## src/hw/rtl/disk_temperature_trend_predictor_macros.svh

```systemverilog
// Assertion helpers shared by the RTL files.
`ifndef DISK_TEMPERATURE_TREND_PREDICTOR_MACROS_SVH
`define DISK_TEMPERATURE_TREND_PREDICTOR_MACROS_SVH

// Same-cycle implication, clocked on clk, disabled in reset.
`define DTTP_ASSERT_IMP(label, ante, cons, msg) \
    label: assert property (@(posedge clk) disable iff (!rst_n) (ante) |-> (cons)) \
        else $error(msg);

// Next-cycle implication, clocked on clk, disabled in reset.
`define DTTP_ASSERT_NXT(label, ante, cons, msg) \
    label: assert property (@(posedge clk) disable iff (!rst_n) (ante) |=> (cons)) \
        else $error(msg);

`endif

```

## src/hw/rtl/dttp_pkg.sv

```systemverilog
package dttp_pkg;

    localparam int NUM_DISKS_DEF = 4;

    localparam int LEN_W  = 12;
    localparam int THR_W  = 15;
    localparam int ACT_W  = 3;
    localparam int TEMP_W = 16;
    localparam int DISK_W = 2;
    localparam int SUM_W  = 28;
    localparam int DIV_W  = 32;   // divider dividend width
    localparam int DVS_W  = 12;   // divider divisor width
    localparam int CFG_W  = 15;

    localparam logic [LEN_W-1:0] LEN_RST = 12'd600;
    localparam logic [THR_W-1:0] THR_RST = 15'd38;
    localparam logic [ACT_W-1:0] ACT_RST = 3'd3;

    // fast-response term: d0 * |a - p| * 4 / 640 = prod / 160 = (prod >> 5) / 5;
    // ceil(2^34 / 5), exact divide by 5 for operands below 2^34
    localparam logic [31:0] DIV5_RECIP = 32'hCCCCCCCD;

    typedef enum logic [1:0] {
        REG_LEN     = 2'd0,
        REG_THR     = 2'd1,
        REG_PRED_EN = 2'd2,
        REG_ACTIVE  = 2'd3
    } dttp_reg_t;

    typedef enum logic [1:0] {
        PH_FIRST   = 2'd0,
        PH_LEARN   = 2'd1,
        PH_PREDICT = 2'd2
    } dttp_phase_t;

    typedef struct packed {
        logic signed [SUM_W-1:0]  sum;
        logic [LEN_W-1:0]         count;
        dttp_phase_t              phase;
        logic signed [TEMP_W-1:0] last;
        logic signed [TEMP_W-1:0] older;
        logic signed [TEMP_W-1:0] pred;
        logic signed [TEMP_W-1:0] endp;
    } dttp_entry_t;

    typedef enum logic [3:0] {
        ST_IDLE,
        ST_LOAD,
        ST_CHECK,
        ST_DIV_AVG,
        ST_WAIT_AVG,
        ST_PHASE,
        ST_MUL,
        ST_DIV_TERM,
        ST_WAIT_TERM,
        ST_SMOOTH,
        ST_SER_INIT,
        ST_SERIES,
        ST_WRITE,
        ST_EMIT
    } dttp_state_t;

    typedef struct packed {
        logic capture;
        logic load;
        logic div_avg;
        logic take_avg;
        logic phase;
        logic mul;
        logic div_term;
        logic take_term;
        logic smooth;
        logic ser_init;
        logic ser_step;
        logic emit;
        logic write;
    } dttp_cmd_t;

    typedef struct packed {
        logic in_range;
        logic complete;
        logic first;
        logic learn;
        logic jump;
        logic ep_hit;
        logic ser_zero;
        logic div_done;
        logic out_free;
    } dttp_sts_t;

    function automatic logic signed [TEMP_W-1:0] sat16(input logic signed [35:0] v);
        logic signed [TEMP_W-1:0] r;
        if (v > 36'sd32767)
            r = 16'sh7FFF;
        else if (v < -36'sd32768)
            r = -16'sh8000;
        else
            r = TEMP_W'(v);
        return r;
    endfunction

    // trunc(m * 4 / 5) via reciprocal; exact for 4*m below 2^22
    function automatic logic [16:0] div5x4(input logic [16:0] m);
        logic [38:0] prod;
        prod = 39'({m, 2'b00}) * 39'(20'hCCCCD);
        return 17'(prod >> 22);
    endfunction

endpackage

```

## src/hw/rtl/dttp_ctrl.sv

```systemverilog
module dttp_ctrl
    import dttp_pkg::*;
(
    input  logic      clk,
    input  logic      rst_n,
    input  logic      s_tvalid,
    output logic      s_tready,
    input  dttp_sts_t sts,
    output dttp_cmd_t cmd
);

    dttp_state_t state_reg, state_next;

    always_ff @(posedge clk or negedge rst_n)
    begin
        if (!rst_n)
            state_reg <= ST_IDLE;
        else
            state_reg <= state_next;
    end

    always_comb
    begin
        state_next = state_reg;
        case (state_reg)
            ST_IDLE:      if (s_tvalid && sts.in_range) state_next = ST_LOAD;
            ST_LOAD:      state_next = ST_CHECK;
            ST_CHECK:     state_next = sts.complete ? ST_DIV_AVG : ST_WRITE;
            ST_DIV_AVG:   state_next = ST_WAIT_AVG;
            ST_WAIT_AVG:  if (sts.div_done) state_next = ST_PHASE;
            ST_PHASE:
            begin
                if (sts.first || sts.learn)
                    state_next = ST_EMIT;
                else if (sts.jump)
                    state_next = ST_MUL;
                else
                    state_next = ST_SMOOTH;
            end
            ST_MUL:       state_next = ST_DIV_TERM;
            ST_DIV_TERM:  state_next = ST_WAIT_TERM;
            ST_WAIT_TERM: state_next = ST_SER_INIT;
            ST_SMOOTH:    state_next = sts.ep_hit ? ST_SER_INIT : ST_EMIT;
            ST_SER_INIT:  state_next = ST_SERIES;
            ST_SERIES:    if (sts.ser_zero) state_next = ST_EMIT;
            ST_WRITE:     state_next = ST_IDLE;
            ST_EMIT:      if (sts.out_free) state_next = ST_IDLE;
            default:      state_next = ST_IDLE;
        endcase
    end

    always_comb
    begin
        cmd      = '0;
        s_tready = 1'b0;
        case (state_reg)
            ST_IDLE:
            begin
                s_tready    = 1'b1;
                cmd.capture = s_tvalid;
            end
            ST_LOAD:      cmd.load      = 1'b1;
            ST_DIV_AVG:   cmd.div_avg   = 1'b1;
            ST_WAIT_AVG:  cmd.take_avg  = sts.div_done;
            ST_PHASE:     cmd.phase     = 1'b1;
            ST_MUL:       cmd.mul       = 1'b1;
            ST_DIV_TERM:  cmd.div_term  = 1'b1;
            ST_WAIT_TERM: cmd.take_term = 1'b1;
            ST_SMOOTH:    cmd.smooth    = 1'b1;
            ST_SER_INIT:  cmd.ser_init  = 1'b1;
            ST_SERIES:    cmd.ser_step  = 1'b1;
            ST_WRITE:     cmd.write     = 1'b1;
            ST_EMIT:
            begin
                cmd.emit  = sts.out_free;
                cmd.write = sts.out_free;
            end
            default:      cmd = '0;
        endcase
    end

endmodule

```

## config.mk

```make
export PLATFORM = sky130hd
export DESIGN_NAME = dttp_ctrl
export DESIGN_NICKNAME = d
export VERILOG_FILES = /design/src/hw/rtl/disk_temperature_trend_predictor_macros.svh /design/src/hw/rtl/dttp_pkg.sv /design/src/hw/rtl/dttp_ctrl.sv
export SDC_FILE = /design/constraint.sdc
export NUM_CORES = 1
export LEC_CHECK = 0
export BUFFER_PORTS_ARGS = -buffer_cell sky130_fd_sc_hd__buf_2
export CORE_AREA = 8 8 45 47
export CTS_BUF_LIST = sky130_fd_sc_hd__clkbuf_8
export DETAILED_ROUTE_END_ITERATION = 10
export DIE_AREA = 0 0 53 55
export MAX_ROUTING_LAYER = met4
export PLACE_DENSITY = 0.71
export REMOVE_ABC_BUFFERS = 1
export SLEW_MARGIN = 10
export SYNTH_ARGS = -nofsm -noshare
export SYNTH_HDL_FRONTEND = slang
export SYNTH_SLANG_ARGS = --single-unit
```

## constraint.sdc

```tcl
create_clock -name clk -period 2.1 [get_ports clk]
set_clock_uncertainty 0.05 [all_clocks]
set_input_delay 0.63 -clock clk [delete_from_list [all_inputs] [get_ports clk]]
set_output_delay 0.63 -clock clk [all_outputs]
set_load 0.02 [all_outputs]
```

# ---- After elaboration in Yosys (flattened, before gate mapping)
# Cells that the tools add are included.
dict set report word_totals {
  regBits 4
  latchBits 0
  mem_bits_rw 0
  mem_bits_ro 0
  in_bits 12
  output_inout_bits 14
  word_cells 45
  n_memories 0
}
dict set report classes {
  add_sub_neg 0
  n_mul 0
  n_div 0
  n_lt_le_gt_ge 0
  n_eq_ne 17
  shifts 0
  mux 23
  bitwise_logic 0
  n_reduce_logical 4
}
# op n
set ops {}
lappend ops {{case mux 4 bit (13 select lines)} 1}
lappend ops {{two-way mux 4 bit} 7}
lappend ops {{equality test 4 bit, second input constant} 6}
lappend ops {{equality test 4 x 3 -> 1 bit, second input constant} 4}
lappend ops {{two-way mux 1 bit} 13}
lappend ops {{equality test 4 x 2 -> 1 bit, second input constant} 2}
lappend ops {{inequality test 2 bit, second input constant} 4}
lappend ops {{equality test 4 x 1 -> 1 bit, second input constant} 1}
lappend ops {{zero test 4 bit} 1}
lappend ops {{AND reduction 4 bit} 1}
lappend ops {{two-way mux 3 bit} 1}
lappend ops {{case mux 1 bit (2 select lines)} 1}
lappend ops {{logical AND 1 bit} 1}
lappend ops {{logical OR 1 bit} 1}

# ---- Logic depth before layout (Yosys ltp)
dict set report logic_depth {
  depth_word 3
  mapped_depth 6
  mapped_depth_nobuf 4
}

# ---- Worst setup path after synthesis
# OpenSTA, ideal clock, no wires.
dict set report synth_path {
  path_kind {reg2out}
  startpoint {reg state_reg[3]}
  endpoint {out cmd[9] in the netlist's numbering}
  arrival_time_ns 1.502
  required_ns 1.420
  path_slack_ns -0.082
  stages_incl_launch_ff 4
  n_path_buf 1
  cell_sequence {dfrtp_1 buf_2 nand2b_1 nor4b_1}
}
# element line_no
set synth_rtl {}
lappend synth_rtl {{start: declaration} dttp_ctrl.sv:12} ;# dttp_state_t state_reg, state_next;
lappend synth_rtl {{start signal: assignment} dttp_ctrl.sv:19} ;# state_reg <= state_next;
lappend synth_rtl {{end: declaration} dttp_ctrl.sv:9} ;# output dttp_cmd_t cmd

==> impl_metrics.env <==
export IMPL_post_route_cells_drive_above_1_share_pct=48.5
export IMPL_nets=113
export IMPL_portbufs=25
export IMPL_first_pass_grt_wire_length_mm=2.42
export IMPL_antenna_found_initial=0
export IMPL_critPathKind="register to output port"
export IMPL_grt_use_total_pct=10.9
export IMPL_yosys_cell_types_count=34
export IMPL_p_leak_nw=0.370
export IMPL_detail_route_iter0_violations=8
export IMPL_ioPinCount=26
export IMPL_rows=14
export IMPL_outcome="finished clean"
export IMPL_die_y_um=55
export IMPL_ys_ff_latch=4
export IMPL_irDropWorstVdd_uv=587
export IMPL_dieArea_um2=2920
export IMPL_placement_cell_area_um2=661
export IMPL_timing_final_crit_period_ps=2050
export IMPL_drc_errors=0
export IMPL_worstHoldPathType="input port to asynchronous set/reset pin"
export IMPL_detail_route_first_pass_iterations=4
export IMPL_worst_slew_margin_rel_pct=80.8
export IMPL_finalWeightedCongestion=0.895
export IMPL_wire_per_inst_um=13.9
export IMPL_synthFlopType="dfrtp_1"
export IMPL_total_detailed_routing_wirelength_mm=1.60
export IMPL_worst_endpoint_required_ps=1420
export IMPL_timing_setup_tns_ps=0
export IMPL_viasPerCell=5.32
export IMPL_cts_root_buf="clkbuf_8"
export IMPL_post_place_cells=108
export IMPL_clkSinkCount=4
export IMPL_timing_critical_path_arrival_ps=1370
export IMPL_synthesis_yosys_warnings=0
export IMPL_synthesis_instances=70
export IMPL_numCtsBuffers=3
export IMPL_rsz0062_at_grt="false"
export IMPL_synthDominantAreaCellType="dfrtp_1"
export IMPL_cts_htree_levels=1
export IMPL_area_growth_syn_to_layout_pct=43.3
export IMPL_core_um2=1380
export IMPL_worst_setup_hold_path_clk_slew_ps=30
export IMPL_dieWidth_um=53
export IMPL_cts_tree="built"
export IMPL_number_of_maximum_capacitance_violations=0
export IMPL_pre_cts_ws_ps=142
export IMPL_hold_violations=0
export IMPL_post_layout_total_power_mw=1.18
export IMPL_grt_max_degree=19
export IMPL_worst_slew_pin_slew_ps=285
export IMPL_synth_seq_area_share_pct=18.7
export IMPL_postCtsHoldBufs=0
export IMPL_largest_reg_flops=4
export IMPL_synth_area_leaders="dfrtp_1 (19%), nor3_1 (5.6%), nor2_1 (5.6%), a211oi_2 (4.7%), nand2b_1 (4.7%)"
export IMPL_cts_buffer_depth=2
export IMPL_clock_latency_ps=210
export IMPL_finalInstanceArea_um2=766
export IMPL_worst_setup_path_start_kind="register"
export IMPL_dp_hpwl_mm=1.15
export IMPL_max_clock_freq_mhz=487
export IMPL_worst_setup_path_end_kind="output port"
export IMPL_path_max_fanout=11
export IMPL_finalMaxSlewViolations=0
export IMPL_worst_hold_slack_ps=162
export IMPL_final_worst_setup_slack_ps=48.5
export IMPL_first_global_vias=558
export IMPL_final_setup_viol_count=0
export IMPL_fin_util_pct=55.3
export IMPL_synth_edff_count=0
export IMPL_synthArstFlopShare_pct=100
export IMPL_vias=612
export IMPL_initial_utilization_pct=38.6
export IMPL_antenna_left=0
export IMPL_pwr_cell_area_nw_per_um2=1540
export IMPL_min_period_over_period_pct=97.7
export IMPL_grt_remaining_overflow=0
export IMPL_syn_cell_area_um2=534
export IMPL_syn_mean_instance_area_um2=7.63
export IMPL_insertedDiodeCount=0
export IMPL_synth_top_cell_area_share_pct=18.7
export IMPL_final_cells=115
-- path summary, 6_finish.rpt --
path                              startpoint      endpoint  slack, ps  depth (start not counted)
worst max-delay path            state_reg[3]        cmd[8]         50                          4
worst min-delay path                   rst_n  state_reg[1]        160                          1
worst max register to register  state_reg[0]  state_reg[3]        210                          5
worst min register to register  state_reg[0]  state_reg[1]        680                          2
max in group asynchronous              rst_n  state_reg[3]       1710                          1
min in group clk                state_reg[0]  state_reg[1]        680                          2
-- power breakdown --
part | switching, mW | internal (mW) | leakage (nW)
registers | 0.120 | 0.126 | 0.0446
logic | 0.403 | 0.374 | 0.304
clock network | 0.0383 | 0.122 | 0.0216
total | 0.562 | 0.621 | 0.370
-- synth_stat cells, types with 2 or more instances --
master    count
dfrtp_1       4
nand3b_1      2
inv_1         4
buf_6         2
buf_2         3
nand2b_1      4
o21ai_0       2
nand2_1       5
nor2_1        8
a21oi_1       4
mux2_1        2
nand3_1       2
a211oi_2      2
nor3_1        6
-- logic make-up after synthesis --
family	Yosys count	synth area share (%)
flip-flops	4	18.7
multiplexers	2	4.22
AO/OA/AOI/OAI	16	22.7
buffers and inverters	10	10.5
AND/OR/NAND/NOR	38	43.8
-- layout make-up --
| class | instances | area, µm² |
|---|---|---|
| inverters | 4 | 15.0 |
| fillers | 131 | 618 |
| multi-input cells | 56 | 394 |
| clock buffers | 3 | 41.3 |
| flip-flops and latches | 4 | 105 |
| repair buffers | 32 | 190 |
| well taps | 16 | 20.0 |
-- per-layer routing --
| metal | routed length [µm] | global-route usage, % | vias up |
|---|---|---|---|
| met5 | 0 | - | - |
| met4 | 11 | 3.45 | 0 |
| met1 | 733 | 14.2 | 268 |
| met3 | 140 | 4.01 | 3 |
| met2 | 719 | 15.0 | 27 |
| li1 | - | - | 314 |
-- worst max-delay path, cell delays in order, from the launching register on --
cell	delay (ps)
dfrtp_2	490
buf_4	200
nand4bb_1	210
inv_1	90
buf_2	160
-- cell usage in the layout (no fill, tap or decap), types with 3 or more instances in the layout --
cell type and count:
inv_1 4, buf_4 6, nor3_1 6, nand2b_1 3, nand2_1 5, nor2_1 8
buf_2 25, a21oi_1 4, clkbuf_8 3, dfrtp_2 4
-- what timing repair did --
action | CTS | global route
cloned | 0 | 0
pin swaps | 0 | 1
gates resized for setup | 4 | 2
endpoints found under the setup margin | 4 | 2
endpoints found under the hold margin | 0 | 0
setup buffers | 0 | 4
Power figures use the tool's default switching activity.
